==> src/rtl/assert_macros.svh <==
// Assertion macros shared by the clipper RTL.
// No dependencies; included by the modules that carry checks.
`ifndef ASSERT_MACROS_SVH
`define ASSERT_MACROS_SVH

// Same-cycle implication, disabled while reset is asserted.
`define ASSERT_IMPLY(lbl, clk, rstn, ante, cons) \
  lbl: assert property (@(posedge clk) disable iff (!rstn) (ante) |-> (cons)) \
    else $error("implication check failed");

// Free-form property, disabled while reset is asserted.
`define ASSERT_PROP(lbl, clk, rstn, prop) \
  lbl: assert property (@(posedge clk) disable iff (!rstn) prop) \
    else $error("property check failed");

`endif

==> src/rtl/lsw_div.sv <==
// Pipelined restoring divider: one quotient bit per stage, magnitude in,
// magnitude out, sign carried alongside. No package dependency.
`default_nettype none

module lsw_div #(
  parameter int unsigned MW = 29,
  parameter int unsigned DW = 12,
  parameter int unsigned QB = 12
) (
  input  logic          clk_i,
  input  logic [MW-1:0] mag_i,
  input  logic [DW-1:0] den_i,
  input  logic          neg_i,
  output logic [QB-1:0] quo_o,
  output logic          neg_o
);

  logic [MW-1:0] rem_q [QB];
  logic [QB-1:0] quo_q [QB];
  logic [DW-1:0] den_q [QB];
  logic          neg_q [QB];

  for (genvar j = 0; j < QB; j++) begin : g_stage
    logic [MW-1:0] rem_in, sub;
    logic [QB-1:0] quo_in;
    logic [DW-1:0] den_in;
    logic          neg_in, fit;

    if (j == 0) begin : g_first
      assign rem_in = mag_i;
      assign quo_in = '0;
      assign den_in = den_i;
      assign neg_in = neg_i;
    end else begin : g_next
      assign rem_in = rem_q[j-1];
      assign quo_in = quo_q[j-1];
      assign den_in = den_q[j-1];
      assign neg_in = neg_q[j-1];
    end

    // Most significant quotient bit first.
    assign sub = MW'(den_in) << (QB - 1 - j);
    assign fit = rem_in >= sub;

    always_ff @(posedge clk_i) begin
      rem_q[j] <= fit ? rem_in - sub : rem_in;
      quo_q[j] <= quo_in | (fit ? (QB'(1) << (QB - 1 - j)) : '0);
      den_q[j] <= den_in;
      neg_q[j] <= neg_in;
    end
  end

  assign quo_o = quo_q[QB-1];
  assign neg_o = neg_q[QB-1];

endmodule

`default_nettype wire

==> config.mk <==
export PLATFORM = sky130hd
export DESIGN_NAME = lsw_div
export DESIGN_NICKNAME = d
export VERILOG_FILES = /design/src/rtl/assert_macros.svh /design/src/rtl/lsw_div.sv
export SDC_FILE = /design/constraint.sdc
export NUM_CORES = 1
export LEC_CHECK = 0
export ABC_AREA = 0
export BUFFER_PORTS_ARGS = -buffer_cell sky130_fd_sc_hd__clkbuf_2
export CORE_ASPECT_RATIO = 0.9
export CORE_UTILIZATION = 62
export DETAILED_ROUTE_END_ITERATION = 10
export PLACE_DENSITY = 0.83
export SYNTH_ARGS = -nofsm -noshare
export SYNTH_HDL_FRONTEND = slang
export SYNTH_SLANG_ARGS = --single-unit
==> constraint.sdc <==
create_clock -name clk_i -period 3.5 [get_ports clk_i]
set_input_delay 0.175 -clock clk_i [delete_from_list [all_inputs] [get_ports clk_i]]
set_output_delay 0.175 -clock clk_i [all_outputs]
set_load 0.01 [all_outputs]
* Word-level counts from Yosys, hierarchy flattened *
Memories as Yosys holds them, arrays and structs flattened.
Index checks and enable logic that the tools add are counted.

operators by class
  add/sub/neg operators = 12
  $lt $le $gt $ge = 12
  muxes and demuxes = 24
  bitwise operators = 11

operators by type and width
  operator          number
  $mux 29           12
  $or 12x12->12     3
  $ge 29x12->1      1
  $ge 29x13->1      1
  $ge 29x14->1      1
  $ge 29x15->1      1
  $ge 29x16->1      1
  $ge 29x17->1      1
  $ge 29x18->1      1
  $ge 29x19->1      1
  $ge 29x20->1      1
  $ge 29x21->1      1
  $ge 29x22->1      1
  $ge 29x23->1      1
  $sub 29x12->29    1
  $sub 29x13->29    1
  $sub 29x14->29    1
  $sub 29x15->29    1
  $sub 29x16->29    1
  $sub 29x17->29    1
  $sub 29x18->29    1
  $sub 29x19->29    1
  $sub 29x20->29    1
  $sub 29x21->29    1
  22 further kinds  22

word-level totals
  flip-flop bits (word level) = 0
  RAM bits = 648
  input bits = 43
  output and inout bits = 13
  logic and storage cells = 63
  memories kept = 4

memories
  name   words  width  rd ports  clocked after Yosys merged registers in  wr ports  RTL line       RTL
  rem_q  12     29     11        0                                        12        lsw_div.sv:18  logic [MW-1:0] rem_q [QB];
  den_q  12     12     11        0                                        12        lsw_div.sv:20  logic [DW-1:0] den_q [QB];
  quo_q  12     12     12        0                                        12        lsw_div.sv:19  logic [QB-1:0] quo_q [QB];
  neg_q  12     1      12        0                                        12        lsw_div.sv:21  logic neg_q [QB];

* Depth between registers and ports, before layout *
An unclocked memory read counts as a cell.

  word-level depth = 4
  gate-level depth with buffers = 13
  mapped depth without buffers = 11

* Least setup slack after synthesis *
No wires, ideal clock.

  path type = flip-flop to flip-flop
  start point = memory rem_q[9][1]
  end point = memory rem_q[10][27]
  setup time = 118 ps
  data arrival time = 2673 ps
  data required time = 3382 ps
  slack = 709 ps
  stages on the path, launching flop included = 12
  path buffers = 0
  clock period less this slack = 2791 ps
  cells stage by stage = dfxtp_1 -> inv_1 -> ha_1 -> inv_1 -> fa_1 -> a211o_1 -> o211ai_1 -> a21oi_1 -> o311a_1 -> nor3_1 -> nand3_1 -> xnor2_1

RTL lines
  element      RTL line
  from (decl)  lsw_div.sv:18

==> flow_summary.toml <==
[floorplanning]
ios = 56
die_h_um = 180
rows = 64
die_w_um = 200
initial_core_util_pct = 63.7
design.core.area_mm2 = 0.0344
fp.dieArea_mm2 = 0.0361

[layout]
multiInputGateArea_mm2 = 0.0102
final_cell_mix = "dfxtp_1 (541), inv_1 (182), nor2_1 (156)"
final_util_pct = 73.0
drive_above_1_share_pct = 9.71
fin_nets = 2577
final_common_cell = "dfxtp_1"
syn2layout_area_growth_pct = 14.6
nFillCells = 2338
regArea_mm2 = 0.0108

[route]
drt_iter0_markers = 1454
ant_nets = 0
vias = 16965
dr.pass1.iters = 5
post_drt_via_cell_ratio = 5.89
wl_per_cell_um = 18.5
drcViolationCount = 0
routed_wl_mm = 53.2

[cts]
cts_sinks = 541
clock_path_buffers = 3
clock_latency_ns = 0.62
clk_pin_slew_ns = 0.07
htreeDepth = 2
post_cts_buffers = 0
cts-buffers-inserted = 50
cts_tree = "yes"
cts-root-buf = "clkbuf_16"

[grt]
antenna_found_initial = 2
grtUsageTotal_pct = 29.9
overflow = 0
grt_pass1_wl_mm = 86.1
grt_pass1_vias = 16720
grt_max_degree = 25

[synthesis]
post_synth.cell_area_avg_um2 = 9.83
synth-adder-area-share_pct = 9.24
synth_simple_gate_area_share_pct = 15.3
synth.distinct_cells = 81
synth-seq-cells = 541
synth_cells = 2227
synth_flop_cell = "dfxtp_1"
synth_mux_area_share_pct = 1.64
synth_top_family_by_area = "simple AND/OR/NAND/NOR gates"
synth-compound-area-share_pct = 13.2
syn_area_mm2 = 0.0219
ys_seq_area_share_pct = 49.5
yosys.area_share.xor_xnor_pct = 7.40
synth_edf_count = 0
syn-num-nets = 2425
synth.yosys.warnings = 0
synthArstFlopShare_pct = 0

[sta]
worst_hold_slack_ns = 0.224
fin_skew_ns = 0.0509
hold_viol_final = 0
slew_viol_final = 0
finalSetupTns_ns = 0
worstMarginPinSlew_ns = 0.785
finalSetupViolations = 0
maxSlewHeadroom_pct = 47.0
period_share_pct = 94.1
finalCriticalPeriod_ns = 3.29
max_freq_mhz = 304
rsz0062_at_grt = "no"

[placement]
dp_hpwl_mm = 38.0
port_buffers = 55
gp_congestion = 0.931

[pwr]
power_per_cell_area_mw_per_mm2 = 872
p_int_mw = 14.2
power_frac_seq_pct = 40.4
clock_power_share_pct = 25.8
p_sw_share_pct = 35.2
finalPower_mw = 21.9
p_switching_mw = 7.69
peakVddDrop_mv = 0.517
power_frac_comb_pct = 33.8
p_leak_nw = 10.8

[worst_setup_path]
ff2ff_setup_slack_ns = 0.23
path_max_fanout = 5
worst_ep_required_time_ns = 3.96
start_kind = "input pin"
endpoint_kind = "register"
arrival_ns = 3.75
worstSetupPathType = "input pin to register"

[run]
maxCapViolCount = 0

[status]
status = "complete, no violations"

[hold_path]
hp-class = "input pin to register"
==> state kept, by name, indices dropped and copies added (netlist names) <==
register  flops
rem_q       319
quo_q        78
neg_q        12
den_q       132
==> cell type report <==
type / count / area share [%]
clock buffers: 70 / 5.81
diodes: 1 / 0.00998
flip-flops and latches: 541 / 43.2
well taps: 462 / 2.31
repair buffers: 132 / 3.90
multi-input cells: 1469 / 40.8
clock inverters: 22 / 1.21
inverters: 185 / 2.77
==> final timing paths <==
| kind | end | from | cells after the start |
|---|---|---|---|
| min | rem_q[0][9] | mag_i[9] | 2 |
| max | rem_q[0][26] | mag_i[11] | 13 |
| max reg2reg | rem_q[6][27] | rem_q[5][5] | 11 |
| min reg2reg | den_q[1][3] | den_q[0][3] | 0 |
==> power by group through the flow <==
stage	combinational, mW	clock [mW]	sequential [mW]
2_1_floorplan	5.50	0	8.50
3_3_place_gp	6.75	0	8.87
3_5_place_dp	7.06	0	8.90
4_1_cts	7.25	5.69	8.79
5_1_grt	8.14	5.98	8.97
6_report	7.39	5.65	8.83
==> stage by stage <==
step	setup slack [ns]	std cells	instance area, um^2
2_1_floorplan	0.709	2227	21900
3_3_place_gp	0.365	2744	22900
3_5_place_dp	0.349	2744	22900
4_1_cts	0.278	2881	25100
5_1_grt	0.0427	2881	25100
6_report	0.207	2882	25100
==> kinds of logic (layout without fill, tap and decap cells) <==
logic type | after synthesis | count (layout)
AND/OR/NAND/NOR | 645 | 645
flip-flops | 541 | 541
AO/OA/AOI/OAI | 452 | 452
buffers and inverters | 217 | 409
XOR/XNOR | 185 | 185
adder cells (fa/ha/maj) | 155 | 155
multiplexers | 32 | 32
other | 0 | 1
==> cells in the mapped netlist, drive strengths merged (11+ instances only) <==
| cell type | count | area [um^2] |
|---|---|---|
| mux2 | 28 | 319 |
| a211oi | 13 | 97.6 |
| o31ai | 19 | 143 |
| inv | 184 | 691 |
| nand3 | 42 | 210 |
| dfxtp | 541 | 10800 |
| nor2b | 28 | 175 |
| buf | 12 | 63.8 |
| nor4b | 11 | 96.3 |
| or2 | 11 | 68.8 |
| nor4 | 48 | 307 |
| a31oi | 13 | 81.3 |
| or4 | 20 | 161 |
| nor3 | 74 | 375 |
| a21boi | 11 | 93.8 |
| ha | 144 | 1800 |
| a21o | 22 | 165 |
| o21a | 36 | 270 |
| nand4 | 12 | 75.1 |
| a21oi | 111 | 563 |
| nand2 | 133 | 499 |
| nand4b | 12 | 105 |
| o21bai | 11 | 82.6 |
| nor2 | 157 | 597 |
| clkbuf | 20 | 75.1 |
| o21ai | 135 | 676 |
| nand2b | 32 | 200 |
| xnor2 | 95 | 832 |
| fa | 11 | 220 |
| xor2 | 90 | 788 |
| or3 | 21 | 131 |
| o31a | 22 | 193 |
==> critical path, cell delays in order <==
cell           delay, ns
dlygate4sd3_1       0.56
clkbuf_2            0.13
inv_1               0.08
ha_1                0.20
fa_1                0.23
nor2b_1             0.08
o31a_1              0.29
o31ai_1             0.57
a211oi_2            0.21
nor2b_1             0.37
nor4b_1             0.12
xor2_1              0.15
dlygate4sd3_1       0.57
==> per-layer routing <==
metal | wire length (um) | vias up | part of all wire [%] | GRT usage [%]
li1 | - | 8076 | - | -
met1 | 23900 | 8086 | 45 | 41.4
met2 | 23800 | 671 | 45 | 47.6
met3 | 4060 | 132 | 7.6 | 4.94
met4 | 1450 | 0 | 2.7 | 9.22
met5 | 0 | - | 0 | 0
==> timing repair <==
action,in CTS,in global routing
resized for setup,0,2
endpoints found under the hold margin,42,0
hold buffers,45,0
endpoints found under the setup margin,0,2
(Power assumes the default switching activity.)
