==> src/rtl/assert_macros.svh <==
// Assertion macros shared by the clipper RTL.
// No dependencies; included by the modules that carry checks.
`ifndef ASSERT_MACROS_SVH
`define ASSERT_MACROS_SVH

// Same-cycle implication, disabled while reset is asserted.
`define ASSERT_IMPLY(lbl, clk, rstn, ante, cons) \
  lbl: assert property (@(posedge clk) disable iff (!rstn) (ante) |-> (cons)) \
    else $error("implication check failed");

// Free-form property, disabled while reset is asserted.
`define ASSERT_PROP(lbl, clk, rstn, prop) \
  lbl: assert property (@(posedge clk) disable iff (!rstn) prop) \
    else $error("property check failed");

`endif

==> src/rtl/lsw_pkg.sv <==
// Shared types and constants of the segment clipper.
// No dependencies; imported by lsw_edge, lsw_ratio and the top level.
`default_nettype none

package lsw_pkg;

  localparam int unsigned CFG_IDX_W = 2;

  typedef enum logic [CFG_IDX_W-1:0] {
    REG_X_MIN = 2'd0,
    REG_X_MAX = 2'd1,
    REG_Y_MIN = 2'd2,
    REG_Y_MAX = 2'd3
  } lsw_reg_e;

  // Per-stage control that travels with the data.
  typedef struct packed {
    logic valid;
    logic reject;
  } lsw_ctrl_t;

endpackage

`default_nettype wire

==> src/rtl/lsw_ratio.sv <==
// Second and third stages: cross-multiply the axis ratios, then pick the
// entry maximum and exit minimum, clamped to [0, 1]. Depends on lsw_pkg.
`default_nettype none

module lsw_ratio #(
  parameter int unsigned N = 12
) (
  input  logic                    clk_i,
  input  logic                    rst_ni,
  input  lsw_pkg::lsw_ctrl_t      ctrl_i,
  input  logic signed [N-1:0]     xa_i,
  input  logic signed [N-1:0]     ya_i,
  input  logic signed [N:0]       dx_i,
  input  logic signed [N:0]       dy_i,
  input  logic signed [N+1:0]     enx_n_i,
  input  logic signed [N+1:0]     exx_n_i,
  input  logic signed [N+1:0]     eny_n_i,
  input  logic signed [N+1:0]     exy_n_i,
  input  logic [N-1:0]            dx_d_i,
  input  logic [N-1:0]            dy_d_i,
  output lsw_pkg::lsw_ctrl_t      ctrl_o,
  output logic signed [N-1:0]     xa_o,
  output logic signed [N-1:0]     ya_o,
  output logic signed [N:0]       dx_o,
  output logic signed [N:0]       dy_o,
  output logic signed [N+1:0]     en_num_o,
  output logic [N-1:0]            en_den_o,
  output logic signed [N+1:0]     ex_num_o,
  output logic [N-1:0]            ex_den_o
);
  import lsw_pkg::*;

  localparam int unsigned NW = N + 2;
  localparam int unsigned PW = 2 * NW;

  // Cross-product stage
  lsw_ctrl_t            ctrl2_q;
  logic signed [N-1:0]  xa2_q, ya2_q;
  logic signed [N:0]    dx2_q, dy2_q;
  logic signed [NW-1:0] enx2_q, exx2_q, eny2_q, exy2_q;
  logic [N-1:0]         dxd2_q, dyd2_q;
  logic signed [PW-1:0] pen_x_q, pen_y_q, pex_x_q, pex_y_q;
  logic signed [NW-1:0] dx_dw, dy_dw;

  // Selection stage
  lsw_ctrl_t            ctrl_q;
  logic signed [NW-1:0] en_num_d, ex_num_d, en_num_q, ex_num_q;
  logic [N-1:0]         en_den_d, ex_den_d, en_den_q, ex_den_q;
  logic signed [NW-1:0] en_pick_n, ex_pick_n, ex_pick_dw;
  logic [N-1:0]         en_pick_d, ex_pick_d;

  assign dx_dw = $signed({2'b00, dx_d_i});
  assign dy_dw = $signed({2'b00, dy_d_i});

  always_ff @(posedge clk_i or negedge rst_ni) begin
    if (!rst_ni) begin
      ctrl2_q <= '0;
      ctrl_q  <= '0;
    end else begin
      ctrl2_q <= ctrl_i;
      ctrl_q  <= ctrl2_q;
    end
  end

  always_ff @(posedge clk_i) begin
    xa2_q   <= xa_i;
    ya2_q   <= ya_i;
    dx2_q   <= dx_i;
    dy2_q   <= dy_i;
    enx2_q  <= enx_n_i;
    exx2_q  <= exx_n_i;
    eny2_q  <= eny_n_i;
    exy2_q  <= exy_n_i;
    dxd2_q  <= dx_d_i;
    dyd2_q  <= dy_d_i;
    pen_x_q <= PW'(enx_n_i) * PW'(dy_dw);
    pen_y_q <= PW'(eny_n_i) * PW'(dx_dw);
    pex_x_q <= PW'(exx_n_i) * PW'(dy_dw);
    pex_y_q <= PW'(exy_n_i) * PW'(dx_dw);
  end

  // Take the larger entry and the smaller exit, then clamp to [0, 1].
  always_comb begin
    if (pen_x_q > pen_y_q) begin
      en_pick_n = enx2_q;
      en_pick_d = dxd2_q;
    end else begin
      en_pick_n = eny2_q;
      en_pick_d = dyd2_q;
    end
    if (pex_x_q < pex_y_q) begin
      ex_pick_n = exx2_q;
      ex_pick_d = dxd2_q;
    end else begin
      ex_pick_n = exy2_q;
      ex_pick_d = dyd2_q;
    end
    ex_pick_dw = $signed({2'b00, ex_pick_d});
    if (en_pick_n > 0) begin
      en_num_d = en_pick_n;
      en_den_d = en_pick_d;
    end else begin
      en_num_d = '0;
      en_den_d = N'(1);
    end
    if (ex_pick_n < ex_pick_dw) begin
      ex_num_d = ex_pick_n;
      ex_den_d = ex_pick_d;
    end else begin
      ex_num_d = NW'(1);
      ex_den_d = N'(1);
    end
  end

  always_ff @(posedge clk_i) begin
    xa_o     <= xa2_q;
    ya_o     <= ya2_q;
    dx_o     <= dx2_q;
    dy_o     <= dy2_q;
    en_num_q <= en_num_d;
    en_den_q <= en_den_d;
    ex_num_q <= ex_num_d;
    ex_den_q <= ex_den_d;
  end

  assign ctrl_o   = ctrl_q;
  assign en_num_o = en_num_q;
  assign en_den_o = en_den_q;
  assign ex_num_o = ex_num_q;
  assign ex_den_o = ex_den_q;

  `include "assert_macros.svh"

  `ASSERT_IMPLY(a_ratio_bounds, clk_i, rst_ni, ctrl_q.valid, (en_den_q != '0) && (ex_den_q != '0) && (en_num_q >= 0) && (ex_num_q <= $signed(NW'(ex_den_q))))

endmodule

`default_nettype wire

==> config.mk <==
export PLATFORM = sky130hd
export DESIGN_NAME = lsw_ratio
export DESIGN_NICKNAME = d
export VERILOG_FILES = /design/src/rtl/lsw_pkg.sv /design/src/rtl/lsw_ratio.sv
export VERILOG_INCLUDE_DIRS = /design/src /design/src/rtl
export SDC_FILE = /design/constraint.sdc
export NUM_CORES = 2
export LEC_CHECK = 0
export BUFFER_PORTS_ARGS = -buffer_cell sky130_fd_sc_hd__buf_2
export CAP_MARGIN = 10
export CORE_MARGIN = 2
export CORE_UTILIZATION = 50
export DETAILED_ROUTE_END_ITERATION = 7
export PLACE_DENSITY = 0.78
export SYNTH_ARGS = -nofsm -noshare
export SYNTH_HDL_FRONTEND = slang
export SYNTH_SLANG_ARGS = --single-unit
==> constraint.sdc <==
create_clock -name clk_i -period 10.1 [get_ports clk_i]
set_input_delay 2.02 -clock clk_i [delete_from_list [all_inputs] [get_ports clk_i]]
set_output_delay 2.02 -clock clk_i [all_outputs]
set_load 0.02 [all_outputs]
# [Yosys cells after proc, flatten, opt, wreduce, memory -nomap -nowiden]
# Cells that the tools add are included.
[totals] ff_bits=344 in_bits=134 out_inout_bits=104 elab_cells=38
[classes] n_mul=4 magnitude_cmp=4 muxes=4
[ops] operator="14-bit by 13-bit multiplier with 27-bit output" n=4
[ops] operator="14-bit 2-to-1 mux" n=2
[ops] operator="27-bit greater-than comparator" n=1
[ops] operator="27-bit less-than comparator" n=1
[ops] operator="12-bit 2-to-1 mux" n=2
[ops] operator="14-bit by 1-bit greater-than comparator with 1-bit output, second input constant" n=1
[ops] operator="14-bit by 13-bit less-than comparator with 1-bit output" n=1

# [Longest topological paths before layout]
[depth] word_depth=3 mapped_depth=24

# [Worst setup path before layout]
# No wires, ideal clock.
[synth_path] path_type="input -> register" startpoint="input dx_d_i[4]" endpoint="register pen_y_q[25]" t_arrival_ns=7.451 required_ns=10.028 slack_ns=2.576 stages=22 path_buffers=2 path_cell_list="clkbuf_1 clkbuf_1 nand2_1 fa_1 fa_1 inv_1 fa_1 fa_1 inv_1 fa_1 inv_1 ha_1 o21a_1 o21a_4 a31o_1 or2_4 a22o_4 o221a_4 a41o_1 o21a_1 nor2_2 xnor2_1"
[synth_between] elab_chain_cells=1
[synth_lines] element="start: declaration" line="lsw_ratio.sv:19" text="input logic [N-1:0] dx_d_i,"
[synth_lines] element="14-bit by 13-bit multiplier with 27-bit output" line="lsw_ratio.sv:77" text="pen_y_q <= PW'(eny_n_i) * PW'(dx_dw);"
[synth_lines] element="end signal: assignment" line="lsw_ratio.sv:77"
[synth_lines] element="end: declaration" line="lsw_ratio.sv:42" text="logic signed [PW-1:0] pen_x_q, pen_y_q, pex_x_q, pex_y_q;"
# Every way passes these cells.
# A chain may end at the register's enable or synchronous reset.

# [Worst setup path in the final report]
[layout_path] startpoint="input dy_d_i[5]" endpoint="register pen_x_q[25]"
[layout_between] elab_chain_cells=1
[layout_lines] element="start: declaration" line="lsw_ratio.sv:20" text="input logic [N-1:0] dy_d_i,"
[layout_lines] element="14-bit by 13-bit multiplier with 27-bit output" line="lsw_ratio.sv:76" text="pen_x_q <= PW'(enx_n_i) * PW'(dy_dw);"
[layout_lines] element="end signal: assignment" line="lsw_ratio.sv:76"
[layout_lines] element="end: declaration" line="lsw_ratio.sv:42"
# Every way passes these cells.

==> impl_metrics.csv <==
group,metric,value,unit
cells_and_area,finish.utilization,0.552,
worst_hold_path,min_from,"ya2_q[10]",
yosys,synthDistinctLibCells,65,
global_route,met2_usage,0.408,
worst_setup_path,end_kind,"flop",
clock_network,tritoncts,"yes",
worst_hold_path,hp-class,"flop to flop",
clock_network,cts_sinks,344,
yosys,synthTopCellsByArea,"fa_1 36%, dfxtp_1 19%, ha_1 11%",
placement,globalplace.congestion,0.936,
yosys,yosysMostFrequentCell,"inv_1",
worst_setup_path,reg2regPathDepth,17,
clock_network,cts-root-buf,"clkbuf_16",
placement,placement.io_buffers,237,
clock_network,cts_buffers,38,
floorplanning,io_pins,238,
floorplanning,start_util,0.506,
clock_network,clock_latency,0.57,ns
yosys,syn_inst,3737,
worst_setup_path,cp_data_required_time,10.53,ns
cells_and_area,areaGrowthSynthToFinish,9.10,%
route,viasPerCell,5.09,
timing,worst_pin_slew,1.24,ns
global_route,grt_usage,0.241,
yosys,synthTopCellsByCount,"1000 x inv_1, 632 x fa_1, 361 x and2_1",
worst_setup_path,reg2reg_slack,4.44,ns
cells_and_area,finalNetCount,4971,
yosys,async_reset_ff_frac,0.0116,
yosys,yosys.area.top_type,"fa_1",
clock_network,cts_hold_buffers,0,
route,finalWirelength,84.4,mm
placement,placed_cell_area,0.0373,mm2
yosys,ys_ff_latch,344,
clock_network,htree_levels,2,
timing,finalSetupViolCount,0,
timing,tns,0,ns
global_route,grt_pass1_vias,26900,
worst_setup_path,startpoint_type,"input port",
route,wl_per_cell,17.4,um
timing,hold_viol,0,
yosys,yosysWarnings,0,
yosys,syn_nets,4819,
yosys,synth-edff-count,0,
floorplanning,die_area,0.0729,mm2
global_route,grt_pass1_wl,139,mm
timing,max_slew_margin,0.156,
worst_setup_path,worstSetupPathType,"input port to flop",
clock_network,clockBufferDepth,3,
cells_and_area,drive_gt1_frac,0.0825,
timing,min_period_over_period,0.742,
clock_network,cts_resized,0,
timing,fin_skew,0.0324,ns
route,first_pass_iters,5,
floorplanning,placementRows,97,
worst_setup_path,r2r_start,"pex_y_q[24]",
route,drtIter0Drc,1553,
yosys,ys_seq_area_frac,0.195,
worst_hold_path,min_to,"ya_o[10]",
global_route,grt_max_degree,31,
timing,rsz0062_at_grt,"no",
route,drc,0,
floorplanning,die_x,270,um
worst_hold_path,hold_depth,0,
route,vias,24800,
cells_and_area,fin_area,0.0386,mm2
floorplanning,core_area,0.0700,mm2
floorplanning,die_y,270,um
clock_network,postCtsSetupBuffers,0,
job,max_cap_viol_count,0,
timing,max_freq,0.133,GHz
yosys,synth_top_area_frac,0.357,
timing,slew_viol_final,0,
placement,dp_hpwl,66.6,mm
worst_setup_path,worst_ep_arrival_time,7.93,ns
yosys,ys.flop_type,"dfxtp_1",
global_route,met1_usage,0.315,
global_route,antenna_found_initial,13,
clock_network,clk_pin_slew_worst_paths,0.07,ns
worst_setup_path,reg2reg_to,"ex_den_o[3]",
worst_setup_path,cp_max_fo,29,
route,drtAntennaViolNets,0,
yosys,synth_area_per_cell,9.47,um2
global_route,overflow,0,
global_route,use_met3,0.0418,
yosys,synth_area,0.0354,mm2
global_route,busiest_layer,"met2",
status,outcome,"finished, final reports clean",
timing,layout_min_cycle_time,7.50,ns
-- worst max path at each step --
| stage | start | endpoint | slack (ns) | cells after the start |
|---|---|---|---|---|
| finish | dy_d_i[5] | pen_x_q[25] | 2.60 | 21 |
| global route | dy_d_i[5] | pen_x_q[25] | 2.25 | 21 |
| CTS | dy_d_i[5] | pen_x_q[25] | 2.67 | 21 |
| detailed placement | dy_d_i[5] | pen_x_q[25] | 2.10 | 21 |
| global placement | dy_d_i[5] | pen_x_q[25] | 2.25 | 21 |
| floorplan | dx_d_i[4] | pen_y_q[25] | 2.58 | 22 |
-- routing by layer --
layer,vias to the layer above,wire (um)
met5,-,130
met4,18,2740
met3,187,6520
met2,886,40100
met1,12400,35000
li1,11300,-
-- cells by family (layout without fill, tap and decap cells) --
| kind of cell | Yosys count | count (layout) | share of synthesized area |
|---|---|---|---|
| muxes | 49 | 49 | 0.0140 |
| xor gates and xnor gates | 102 | 102 | 0.0252 |
| buffers and inverters | 1128 | 1308 | 0.120 |
| AOI/OAI and AO/OA | 235 | 235 | 0.0442 |
| adders and majority gates | 948 | 948 | 0.469 |
| other | 1 | 6 | 0.000106 |
| and+or+nand+nor | 930 | 930 | 0.132 |
| DFF | 344 | 344 | 0.195 |
-- flip-flops by register name, indices dropped and copies added (netlist names) --
signal    flops
pen_x_q      27
en_den_o     12
enx2_q       14
ex_den_o     12
ya_o         12
dx_o         13
en_num_o     14
ya2_q        12
dx2_q        13
pen_y_q      27
dy2_q        13
exy2_q       14
dyd2_q       12
xa_o         12
ex_num_o     14
ctrl_o        2
ctrl2_q       2
pex_y_q      27
pex_x_q      27
dy_o         13
eny2_q       14
dxd2_q       12
xa2_q        12
exx2_q       14
-- metrics by stage --
step                      worst slack, ns  hold slack, ns  cells
after CTS                            2.67           0.327   4857
after detailed placement             2.10           0.312   4789
after global placement               2.25           0.310   4789
final                                2.60           0.315   4862
after global routing                 2.25           0.332   4859
after floorplan                      2.58           0.310   3737
-- final cells by class --
cell class	instances	area [um2]
fill	6025	31400
multi-input combinational	2265	24200
sequential	344	6910
inverter	1000	3750
timing repair buffer	240	1210
tap	940	1180
clock buffer	48	1060
clock inverter	20	255
antenna	5	12.5
-- cell usage in the layout, fill, tap and decap left out, drive strengths merged, types with 3 or more instances in the layout --
master  netlist  routed
a211oi        8       8
nand3        10      10
a21o         39      39
nor4          7       7
diode         0       5
o21ai        38      38
buf          10     240
and2        362     362
ha          316     316
nand2       345     345
clkbuf      118      48
or3           5       5
dfxtp       340     340
a211o         5       5
a31oi         8       8
nor2        116     116
o21bai        6       6
dfrtp         4       4
inv        1000    1007
a21oi        74      74
a41o          3       3
fa          632     632
xor2         16      16
a31o          5       5
nor3         20      20
and3          6       6
bufinv        0       4
nand2b       16      16
clkinv        0       7
o21a         19      19
mux2i        47      47
xnor2        86      86
o211ai        5       5
a41oi         4       4
nand4        15      15
o22ai         4       4
nor2b        18      18
o31ai         3       3
-- critical path: stages --
cell,delay (ns)
buf_2,0.56
nand2_1,0.16
fa_1,0.52
fa_1,0.54
inv_1,0.06
fa_1,0.49
fa_1,0.49
inv_1,0.05
fa_1,0.48
inv_1,0.06
ha_1,0.36
a21o_1,0.19
a21oi_1,0.22
o21ai_0,0.15
a21o_1,0.20
a2111oi_0,0.40
nor3_1,0.18
a41o_1,0.28
a21oi_1,0.22
a21oi_1,0.11
xor2_1,0.14
Power is left out: the tool's default activity adds up to more than one toggle a clock period on the data nets, which glitch-free logic cannot reach.
