===== src/rtl/assert_macros.svh =====
// Assertion macros shared by the clipper RTL.
// No dependencies; included by the modules that carry checks.
`ifndef ASSERT_MACROS_SVH
`define ASSERT_MACROS_SVH

// Same-cycle implication, disabled while reset is asserted.
`define ASSERT_IMPLY(lbl, clk, rstn, ante, cons) \
  lbl: assert property (@(posedge clk) disable iff (!rstn) (ante) |-> (cons)) \
    else $error("implication check failed");

// Free-form property, disabled while reset is asserted.
`define ASSERT_PROP(lbl, clk, rstn, prop) \
  lbl: assert property (@(posedge clk) disable iff (!rstn) prop) \
    else $error("property check failed");

`endif


===== src/rtl/lsw_pkg.sv =====
// Shared types and constants of the segment clipper.
// No dependencies; imported by lsw_edge, lsw_ratio and the top level.
`default_nettype none

package lsw_pkg;

  localparam int unsigned CFG_IDX_W = 2;

  typedef enum logic [CFG_IDX_W-1:0] {
    REG_X_MIN = 2'd0,
    REG_X_MAX = 2'd1,
    REG_Y_MIN = 2'd2,
    REG_Y_MAX = 2'd3
  } lsw_reg_e;

  // Per-stage control that travels with the data.
  typedef struct packed {
    logic valid;
    logic reject;
  } lsw_ctrl_t;

endpackage

`default_nettype wire


===== src/rtl/lsw_edge.sv =====
// First stage: edge terms, per-axis entry and exit ratios, parallel-edge reject.
// Depends on lsw_pkg.
`default_nettype none

module lsw_edge #(
  parameter int unsigned N = 12
) (
  input  logic                    clk_i,
  input  logic                    rst_ni,
  input  logic                    valid_i,
  input  logic signed [N-1:0]     xa_i,
  input  logic signed [N-1:0]     ya_i,
  input  logic signed [N-1:0]     xb_i,
  input  logic signed [N-1:0]     yb_i,
  input  logic signed [N-1:0]     x_min_i,
  input  logic signed [N-1:0]     x_max_i,
  input  logic signed [N-1:0]     y_min_i,
  input  logic signed [N-1:0]     y_max_i,
  output lsw_pkg::lsw_ctrl_t      ctrl_o,
  output logic signed [N-1:0]     xa_o,
  output logic signed [N-1:0]     ya_o,
  output logic signed [N:0]       dx_o,
  output logic signed [N:0]       dy_o,
  output logic signed [N+1:0]     enx_n_o,
  output logic signed [N+1:0]     exx_n_o,
  output logic signed [N+1:0]     eny_n_o,
  output logic signed [N+1:0]     exy_n_o,
  output logic [N-1:0]            dx_d_o,
  output logic [N-1:0]            dy_d_o
);
  import lsw_pkg::*;

  localparam int unsigned NW = N + 2;

  logic signed [N:0]    dx, dy, ndx, ndy;
  logic signed [NW-1:0] xa_w, ya_w, xmin_w, xmax_w, ymin_w, ymax_w;
  logic signed [NW-1:0] enx_n, exx_n, eny_n, exy_n;
  logic [N-1:0]         dx_d, dy_d;
  logic                 rej_x, rej_y;
  lsw_ctrl_t            ctrl_d, ctrl_q;

  assign dx  = {xb_i[N-1], xb_i} - {xa_i[N-1], xa_i};
  assign dy  = {yb_i[N-1], yb_i} - {ya_i[N-1], ya_i};
  assign ndx = -dx;
  assign ndy = -dy;

  assign xa_w   = NW'(xa_i);
  assign ya_w   = NW'(ya_i);
  assign xmin_w = NW'(x_min_i);
  assign xmax_w = NW'(x_max_i);
  assign ymin_w = NW'(y_min_i);
  assign ymax_w = NW'(y_max_i);

  // A parallel axis imposes no ratio: entry stays 0/1, exit stays 1/1.
  always_comb begin
    enx_n = '0;
    exx_n = NW'(1);
    dx_d  = N'(1);
    rej_x = 1'b0;
    if (dx > 0) begin
      enx_n = xmin_w - xa_w;
      exx_n = xmax_w - xa_w;
      dx_d  = dx[N-1:0];
    end else if (dx < 0) begin
      enx_n = xa_w - xmax_w;
      exx_n = xa_w - xmin_w;
      dx_d  = ndx[N-1:0];
    end else begin
      rej_x = (xa_i < x_min_i) || (xa_i > x_max_i);
    end
  end

  always_comb begin
    eny_n = '0;
    exy_n = NW'(1);
    dy_d  = N'(1);
    rej_y = 1'b0;
    if (dy > 0) begin
      eny_n = ymin_w - ya_w;
      exy_n = ymax_w - ya_w;
      dy_d  = dy[N-1:0];
    end else if (dy < 0) begin
      eny_n = ya_w - ymax_w;
      exy_n = ya_w - ymin_w;
      dy_d  = ndy[N-1:0];
    end else begin
      rej_y = (ya_i < y_min_i) || (ya_i > y_max_i);
    end
  end

  assign ctrl_d.valid  = valid_i;
  assign ctrl_d.reject = rej_x || rej_y;

  always_ff @(posedge clk_i or negedge rst_ni) begin
    if (!rst_ni) begin
      ctrl_q <= '0;
    end else begin
      ctrl_q <= ctrl_d;
    end
  end

  always_ff @(posedge clk_i) begin
    xa_o    <= xa_i;
    ya_o    <= ya_i;
    dx_o    <= dx;
    dy_o    <= dy;
    enx_n_o <= enx_n;
    exx_n_o <= exx_n;
    eny_n_o <= eny_n;
    exy_n_o <= exy_n;
    dx_d_o  <= dx_d;
    dy_d_o  <= dy_d;
  end

  assign ctrl_o = ctrl_q;

endmodule

`default_nettype wire


===== config.mk =====
export PLATFORM = sky130hd
export DESIGN_NAME = lsw_edge
export DESIGN_NICKNAME = d
export VERILOG_FILES = /design/src/rtl/assert_macros.svh /design/src/rtl/lsw_pkg.sv /design/src/rtl/lsw_edge.sv
export SDC_FILE = /design/constraint.sdc
export NUM_CORES = 1
export LEC_CHECK = 0
export ABC_CLOCK_PERIOD_IN_PS = 800
export BUFFER_PORTS_ARGS = -buffer_cell sky130_fd_sc_hd__buf_2
export CAP_MARGIN = 20
export CELL_PAD_IN_SITES_DETAIL_PLACEMENT = 0
export CELL_PAD_IN_SITES_GLOBAL_PLACEMENT = 2
export CORE_ASPECT_RATIO = 1.5
export CORE_MARGIN = 10
export CORE_UTILIZATION = 29
export DETAILED_ROUTE_END_ITERATION = 8
export MAX_ROUTING_LAYER = met4
export PLACE_DENSITY = 0.89
export SLEW_MARGIN = 5
export SYNTH_ARGS = -nofsm -noshare
export SYNTH_HDL_FRONTEND = slang
export SYNTH_SLANG_ARGS = --single-unit

===== constraint.sdc =====
create_clock -name clk_i -period 0.8 [get_ports clk_i]
set_input_delay 0.16 -clock clk_i [delete_from_list [all_inputs] [get_ports clk_i]]
set_output_delay 0.16 -clock clk_i [all_outputs]
set_load 0.02 [all_outputs]

# Yosys cells after proc, flatten, opt, wreduce, memory -nomap -nowiden
# Index checks and enable logic that the tools add are counted.
[word_totals]
word_cells = 51
input_bits = 99
register_bits = 132
[classes]
n_lt_le_gt_ge = 8
mux = 16
n_reduce_logical = 3
add_sub_neg = 12
[op_table]
columns = ["op", "n"]
rows = [
  ["$sub 12x12->13", 10],
  ["$mux 14", 8],
  ["$mux 12", 4],
  ["$gt 13x1->1 const B", 2],
  ["$lt 13x1->1 const B", 2],
  ["$gt 12x12->1", 2],
  ["$lt 12x12->1", 2],
  ["$neg 12->12", 2],
  ["$mux 1", 4],
  ["$logic_or 1x1->1", 3],
]

# Longest topological paths before layout
# Gate-level depths: netlist of the first run.
[depth]
depth_word = 5
ltp_mapped = 15
mapped_depth_nobuf = 13

# Worst setup path before layout of the first run
# Ideal clock, no wire load.
[synth_path]
path_kind = "input-to-reg"
startpoint = "input port xb_i[0]"
endpoint = "register enx_n_o[11]"
setup_slack_ns = -2.057
arrival_ns = 2.723
path_buffers = 0
required_time_ns = 0.666
stages = 12
cell_sequence = "inv_1 -> ha_1 -> inv_1 -> fa_1 -> a21oi_1 -> o21ai_0 -> a211o_1 -> a2111oi_4 -> or3b_4 -> nor4_4 -> nand2b_2 -> o22ai_1"
[synth_between]
elab_chain_len = 4
[synth_lines]
columns = ["item", "line_no", "text"]
rows = [
  ["from (decl)", "lsw_edge.sv:13", "input logic signed [N-1:0] xb_i,"],
  ["$sub 12x12->13 (*)", "lsw_edge.sv:42", "assign dx = {xb_i[N-1], xb_i} - {xa_i[N-1], xa_i};"],
  ["$lt 13x1->1", "lsw_edge.sv:64", "end else if (dx < 0) begin"],
  ["$mux 14", "lsw_edge.sv:64", ""],
  ["$mux 14 (*)", "lsw_edge.sv:60", "if (dx > 0) begin"],
  ["via enx_n[11]", "lsw_edge.sv:37", "logic signed [NW-1:0] enx_n, exx_n, eny_n, exy_n;"],
  ["to (signal assigned)", "lsw_edge.sv:107", "enx_n_o <= enx_n;"],
  ["to (decl)", "lsw_edge.sv:24", "output logic signed [N+1:0] enx_n_o,"],
]
# The timed path passes the listed nets; every way through them passes the cells marked *.

# Final worst setup path of the first run
[layout_path]
startpoint = "input port xb_i[0]"
endpoint = "register exx_n_o[9]"
[layout_between]
elab_chain_len = 4
[layout_lines]
columns = ["item", "line_no", "text"]
rows = [
  ["$sub 12x12->13 (*)", "lsw_edge.sv:42", ""],
  ["via dx[4]", "lsw_edge.sv:35", "logic signed [N:0] dx, dy, ndx, ndy;"],
  ["$lt 13x1->1", "lsw_edge.sv:64", ""],
  ["$mux 14", "lsw_edge.sv:64", ""],
  ["$mux 14 (*)", "lsw_edge.sv:60", ""],
  ["via exx_n[9]", "lsw_edge.sv:37", ""],
  ["to (signal assigned)", "lsw_edge.sv:108", "exx_n_o <= exx_n;"],
  ["to (decl)", "lsw_edge.sv:25", "output logic signed [N+1:0] exx_n_o,"],
]
# Marks and branches as above.

==> results of run 1 <==
## per-stage QoR
step | utilization | instances | setup WS, ns | TNS (ns)
floorplan | - | 1109 | -1.88 | -149.98
global placement | 0.438 | 2054 | -2.33 | -189.21
detailed placement | 0.438 | 2054 | -2.35 | -192.13
CTS | 0.522 | 2137 | -1.68 | -170.96
global route | 0.541 | 2148 | -1.77 | -178.42
finish | 0.541 | 2148 | -1.71 | -169.11
## sequential cells by signal, summed over array words and instances, names as in the netlist
register	flops
ctrl_o	2
exx_n_o	13
dx_d_o	12
enx_n_o	13
ya_o	12
dy_o	13
dx_o	13
eny_n_o	13
dy_d_o	12
xa_o	12
exy_n_o	13
## worst max path at each step
stage               startpoint  slack (ns)                 end
floorplan              xb_i[0]       -1.88  exx_n_o[5]$_DFF_P_
global placement       xb_i[0]       -2.33  exx_n_o[9]$_DFF_P_
detailed placement     xb_i[0]       -2.35  exx_n_o[9]$_DFF_P_
CTS                    xb_i[0]       -1.68  exx_n_o[9]$_DFF_P_
global route           xb_i[0]       -1.77  exx_n_o[9]$_DFF_P_
finish                 xb_i[0]       -1.71  exx_n_o[9]$_DFF_P_
## worst max-delay path: stages
cell,delay (ns)
buf_8,0.11
inv_12,0.04
ha_4,0.12
inv_2,0.03
fa_2,0.38
a21oi_4,0.19
buf_6,0.14
o21bai_2,0.09
xnor2_2,0.17
a2111oi_4,0.32
or3b_4,0.45
nor4_4,0.15
buf_6,0.17
buf_12,0.14
nor3_1,0.05
a21o_1,0.15
## repair_timing
| item | 4_1_cts | 5_1_grt |
|---|---|---|
| pin swaps | 55 | 53 |
| cloned | 4 | 1 |
| setup endpoints to repair | 231 | 231 |
| buffers inserted | 28 | 19 |
| hold buffers | 24 | 0 |
| endpoints found under the hold margin | 25 | 0 |
| gates resized for setup | 525 | 109 |
## routing by layer
metal | track usage | routed length [um] | up-vias
met2 | 0.384 | 22500 | 310
li1 | - | - | 5072
met3 | 0.0360 | 1640 | 101
met5 | - | 0 | -
met1 | 0.179 | 13900 | 4862
met4 | 0.106 | 2120 | 0
## area by class of cell
cell class / instances / area share
Clock inverter: 6 / 0.00333
Sequential cell: 128 / 0.158
Clock buffer: 24 / 0.0285
Tap cell: 410 / 0.0297
Timing Repair inverter: 1 / 0.000942
Antenna cell: 2 / 0.000290
Inverter: 114 / 0.0288
Timing Repair Buffer: 652 / 0.322
Multi-Input combinational cell: 811 / 0.428
## placed cells by master (no fill, tap or decap), types with 8 or more instances in the layout
| master | count |
|---|---|
| nor2_1 | 40 |
| a21o_1 | 37 |
| a21oi_1 | 69 |
| inv_1 | 94 |
| o21a_1 | 10 |
| buf_6 | 180 |
| buf_2 | 88 |
| ha_4 | 14 |
| xor2_1 | 36 |
| clkbuf_16 | 18 |
| nand2b_1 | 18 |
| nor2b_1 | 23 |
| buf_12 | 8 |
| nand4_1 | 13 |
| ha_1 | 108 |
| buf_4 | 346 |
| dlygate4sd3_1 | 24 |
| xnor2_1 | 60 |
| o21ai_0 | 38 |
| inv_2 | 9 |
| nand2_1 | 58 |
| o22ai_2 | 27 |
| o21ai_2 | 10 |
| nor3_1 | 19 |
| nand3_1 | 11 |
| dfxtp_2 | 124 |
## cell families after synthesis
group                      after synthesis
buffers and inverters                  170
AOI/OAI and AO/OA                      317
DFF                                    128
muxes                                    4
and+or+nand+nor                        250
adders and majority gates              132
xor gates and xnor gates               108
## power groups by stage
stage          sequential [mW]  combinational [mW]  clock, mW
3_5_place_dp              8.44                13.5          0
5_1_grt                   9.12                18.4       7.92
3_3_place_gp              8.48                13.3          0
6_report                  8.99                17.3       7.51
4_1_cts                   8.99                16.3       7.66
2_1_floorplan             10.1                5.67          0
==> results.json, run 1 <==
{
  "status": "finished with violations",
  "violations": "setup timing",
  "critPathRequiredTime_ns": 1.15,
  "numCtsBuffers": 17,
  "initial_core_util": 0.294,
  "die_w_um": 167,
  "crit_fanout": 6,
  "synth_compound_gate_area_share": 0.222,
  "min_from": "ya_i[1]",
  "synth_top_family_by_area": "compound AO/OA/AOI/OAI gates",
  "whs_endpoint": "ya_o[1]$_DFF_P_",
  "grtUsageTotal": 0.198,
  "die_y_um": 240,
  "first_iter_violations": 418,
  "finalSetupViolCount": 231,
  "critical_path_class": "in -> reg",
  "ir_drop_uv": 1250,
  "drc": 0,
  "synthDistinctLibCells": 79,
  "dieArea_um2": 40100,
  "nets": 1956,
  "rows": 80,
  "hpwl_mm": 32.0,
  "p_int_mw": 21.5,
  "synth_edf_count": 0,
  "yosys.area_share.simple": 0.140,
  "final_hold_viol_count": 0,
  "gp_congestion": 1.05,
  "area_growth_pct": 84.0,
  "synthAdderAreaFrac": 0.184,
  "port_buffers": 230,
  "yosysSeqAreaShare": 0.274,
  "min_period_over_period": 3.14,
  "finalWorstSetupSlack_ns": -1.71,
  "synth-async-reset-ratio": 0.0156,
  "synth_seq_cells": 128,
  "pwr-share-clk": 0.222,
  "synth-main-ff-cell": "dfxtp_1",
  "min_period_ns": 2.51,
  "multi_input_area_um2": 7390,
  "p_total_mw": 33.8,
  "fmax_ghz": 0.398,
  "whs_path_depth": 2,
  "viasPerCell": 4.82,
  "grt_pass1_wl_mm": 60.7,
  "crit_path_start_kind": "primary input",
  "netlist_area_um2": 9390,
  "grt_pass1_vias": 11300,
  "drive_gt1_frac": 0.559,
  "maxSlewViolCount": 0,
  "cts-root-buf": "clkbuf_16",
  "muxShareOfSynthArea": 0.00427,
  "syn_inst": 1109,
  "synthXorXnorAreaFrac": 0.101,
  "cp.arrival_ns": 2.86,
  "placed_area_um2": 14000,
  "grt_max_degree": 23,
  "worstSetupEndpointType": "register",
  "drt-pass1-iter-count": 4,
  "slew_headroom": 0.595,
  "ctsHtreeMaxLevel": 4,
  "tightest_slew_ns": 0.601,
  "boundaryPins": 231,
  "synth_common_cells": "dfxtp_1, ha_1, inv_1",
  "p_per_area_nw_per_um2": 1960,
  "clock_tree.buffer_depth": 2,
  "dr_total_vias": 10300,
  "rsz0062_at_grt": "yes",
  "n_fill_cell": 2806,
  "swShare": 0.362,
  "ant_nets": 0,
  "core_region_area_um2": 31900,
  "grt_overflow": 0,
  "ys_top_cells_by_area": "dfxtp_1, ha_1, xnor2_1, inv_1, a21oi_1",
  "cap_violations": 0,
  "antenna_found_initial": 5,
  "synth_most_common_cell": "dfxtp_1",
  "wire_per_inst_um": 18.7,
  "postSynthAreaPerCell_um2": 8.46,
  "regArea_um2": 2730,
  "p_sw_mw": 12.2,
  "clk_pin_slew_ns": 0.06,
  "clock-sinks": 128,
  "combPwrFrac": 0.512,
  "p_leak_nw": 8.16,
  "hp-class": "in -> reg",
  "syn-num-nets": 1340,
  "cts_tree": "done",
  "final_cell_area_um2": 17300,
  "pwr-share-seq": 0.266,
  "yosys.area.top_type": "dfxtp_1",
  "finalHoldWorstSlack_ns": 0.0130,
  "netlist.area_leader.share": 0.269,
  "postRouteWirelength_mm": 40.1,
  "synth_warnings": 0
}
Note: power is estimated with default switching activity, not from simulation.
==> run 2, diff against run 1 <==
Settings changed: REMOVE_ABC_BUFFERS set to 1.
==> run 2 against run 1 <==
Effect of this change:
- the run still ends with setup timing left
- design area grew 2.0%
- highest routed layer unchanged
- largest power group unchanged
- flip-flop and latch count unchanged
- sequential share of layout area decreased by 0.30 points
- worst setup slack lost 0.12 ns
- clock power increased by 8.5%
- power grew 3.8%
==> results.json, run 2 (synthesis results as in run 1) <==
{
  "cp_cell_sequence": "buf_6 > inv_4 > ha_4 > inv_2 > fa_2 > a21oi_4 > o21ai_1 > a211o_1 > a2111oi_4 > or3b_4 > nor4_4 > buf_6 > nand2b_4 > a31oi_1",
  "area_growth_pct": 87.7,
  "port_buffers": 230,
  "dieArea_um2": 40100,
  "rsz0062_at_grt": "yes",
  "layoutNonFillerInstCount": 2188,
  "nets": 1995,
  "cp.arrival_ns": 2.95,
  "status": "finished with violations",
  "cap_violations": 0,
  "crit_fanout": 6,
  "clock-sinks": 128,
  "antenna_found_initial": 1,
  "rows": 80,
  "crit_path_start_kind": "primary input",
  "violations": "setup timing",
  "cts-root-buf": "clkbuf_16",
  "fmax_ghz": 0.380,
  "initial_core_util": 0.294,
  "dp_cells": 2061,
  "clk_pin_slew_ns": 0.07,
  "placed_area_um2": 13600,
  "wire_per_inst_um": 18.9,
  "dr_total_vias": 10700,
  "finalWorstSetupSlack_ns": -1.83,
  "viasPerCell": 4.89,
  "slowest_delay_ns": 0.44,
  "final_common_cell": "buf_4",
  "hpwl_mm": 32.0,
  "hp-class": "in -> async",
  "ctsHtreeMaxLevel": 4,
  "grtUsageTotal": 0.203,
  "worstSetupEndpointType": "register",
  "drt-pass1-iter-count": 5,
  "critPathRequiredTime_ns": 1.12,
  "die_w_um": 167,
  "slew_headroom": 0.591,
  "critical_path_class": "in -> reg",
  "p_total_mw": 35.1,
  "p_leak_nw": 8.40,
  "min_period_over_period": 3.29,
  "cts_tree": "done",
  "tightest_slew_ns": 0.607,
  "cp_slowest_cell": "or3b_4",
  "first_iter_violations": 428,
  "p_per_area_nw_per_um2": 1990,
  "boundaryPins": 231,
  "final_cell_area_um2": 17600,
  "grt_pass1_wl_mm": 62.0,
  "n_fill_cell": 2743,
  "numCtsBuffers": 17,
  "die_y_um": 240,
  "maxSlewViolCount": 0,
  "gp_congestion": 0.990,
  "core_region_area_um2": 31900,
  "crit_start": "xb_i[0]",
  "min_period_ns": 2.63,
  "crit_top_cell": "buf_6",
  "layout_common_cells": "buf_4, buf_6, dfxtp_2",
  "drc": 0,
  "drive_gt1_frac": 0.568,
  "grt_overflow": 0,
  "final_hold_viol_count": 0,
  "grt_max_degree": 23,
  "grt_pass1_vias": 11400,
  "ant_nets": 0,
  "ir_drop_uv": 1480,
  "postRouteWirelength_mm": 41.5,
  "clock_tree.buffer_depth": 2,
  "finalSetupViolCount": 231
}
==> run 2: changes by cell type in the layout (fill, tap and decap cells not counted), moves of 4 or more <==
cell	delta
inv_4	+6
buf_6	+15
buf_2	-4
buf_4	+26
o22ai_2	-4
==> run 2: final cells by class <==
| class | count | area, um2 | area share |
|---|---|---|---|
| antenna | 1 | 2.50 | 0.000142 |
| clock buffer | 20 | 467 | 0.0265 |
| clock inverter | 12 | 133 | 0.00753 |
| inverter | 114 | 483 | 0.0274 |
| multi-input combinational | 811 | 7340 | 0.416 |
| sequential | 128 | 2730 | 0.155 |
| tap | 410 | 513 | 0.0291 |
| timing repair buffer | 691 | 5930 | 0.337 |
| timing repair inverter | 1 | 16.3 | 0.000923 |
==> run 2: power breakdown <==
part | total, mW | switching (mW) | internal [mW]
Combinational | 17.9 | 8.65 | 9.28
Sequential | 8.98 | 0.856 | 8.13
Clock | 8.15 | 3.31 | 4.84
Total | 35.1 | 12.8 | 22.2
==> run 2: through the flow <==
stage | setup TNS (ns) | setup WS [ns] | hold WS (ns) | utilization
floorplan | -189.57 | -2.61 | -0.136 | -
global placement | -203.07 | -2.57 | -0.0281 | 0.426
detailed placement | -204.24 | -2.56 | -0.0337 | 0.426
CTS | -170.84 | -1.75 | 0.0239 | 0.528
global route | -187.37 | -1.87 | 0.0373 | 0.552
finish | -178.92 | -1.83 | 0.0515 | 0.552
==> run 2: final timing paths <==
| check | slack (ns) | depth (start not counted) | end |
|---|---|---|---|
| setup / recovery | -1.83 | 14 | dx_d_o[2]$_DFF_P_ |
| hold / removal | 0.05 | 2 | ctrl_o[1]$_DFF_PN0_ |
| max in group asynchronous | 0.62 | 2 | ctrl_o[0]$_DFF_PN0_ |
| min in group clk_i | 0.06 | 3 | ya_o[0]$_DFF_P_ |
==> run 2: repair_timing <==
item,4_1_cts,5_1_grt
endpoints found under the hold margin,25,0
setup endpoints to repair,231,231
setup buffers,41,43
gates resized for setup,632,110
pin swaps,87,62
hold buffers,24,0
gates cloned,4,1
==> run 2: worst max-delay path: cells and delay by family <==
family                     cells  cell delay, ns
buffers and inverters          4            0.35
AOI/OAI and AO/OA              5            1.14
adders and majority gates      2            0.50
and+or+nand+nor                3            0.79
==> run 2: metal layers <==
metal | global-route usage | vias up | part of all wire
li1 | - | 5159 | -
met1 | 0.184 | 5100 | 0.35
met2 | 0.385 | 342 | 0.55
met3 | 0.0405 | 101 | 0.045
met4 | 0.115 | 0 | 0.054
met5 | - | - | 0
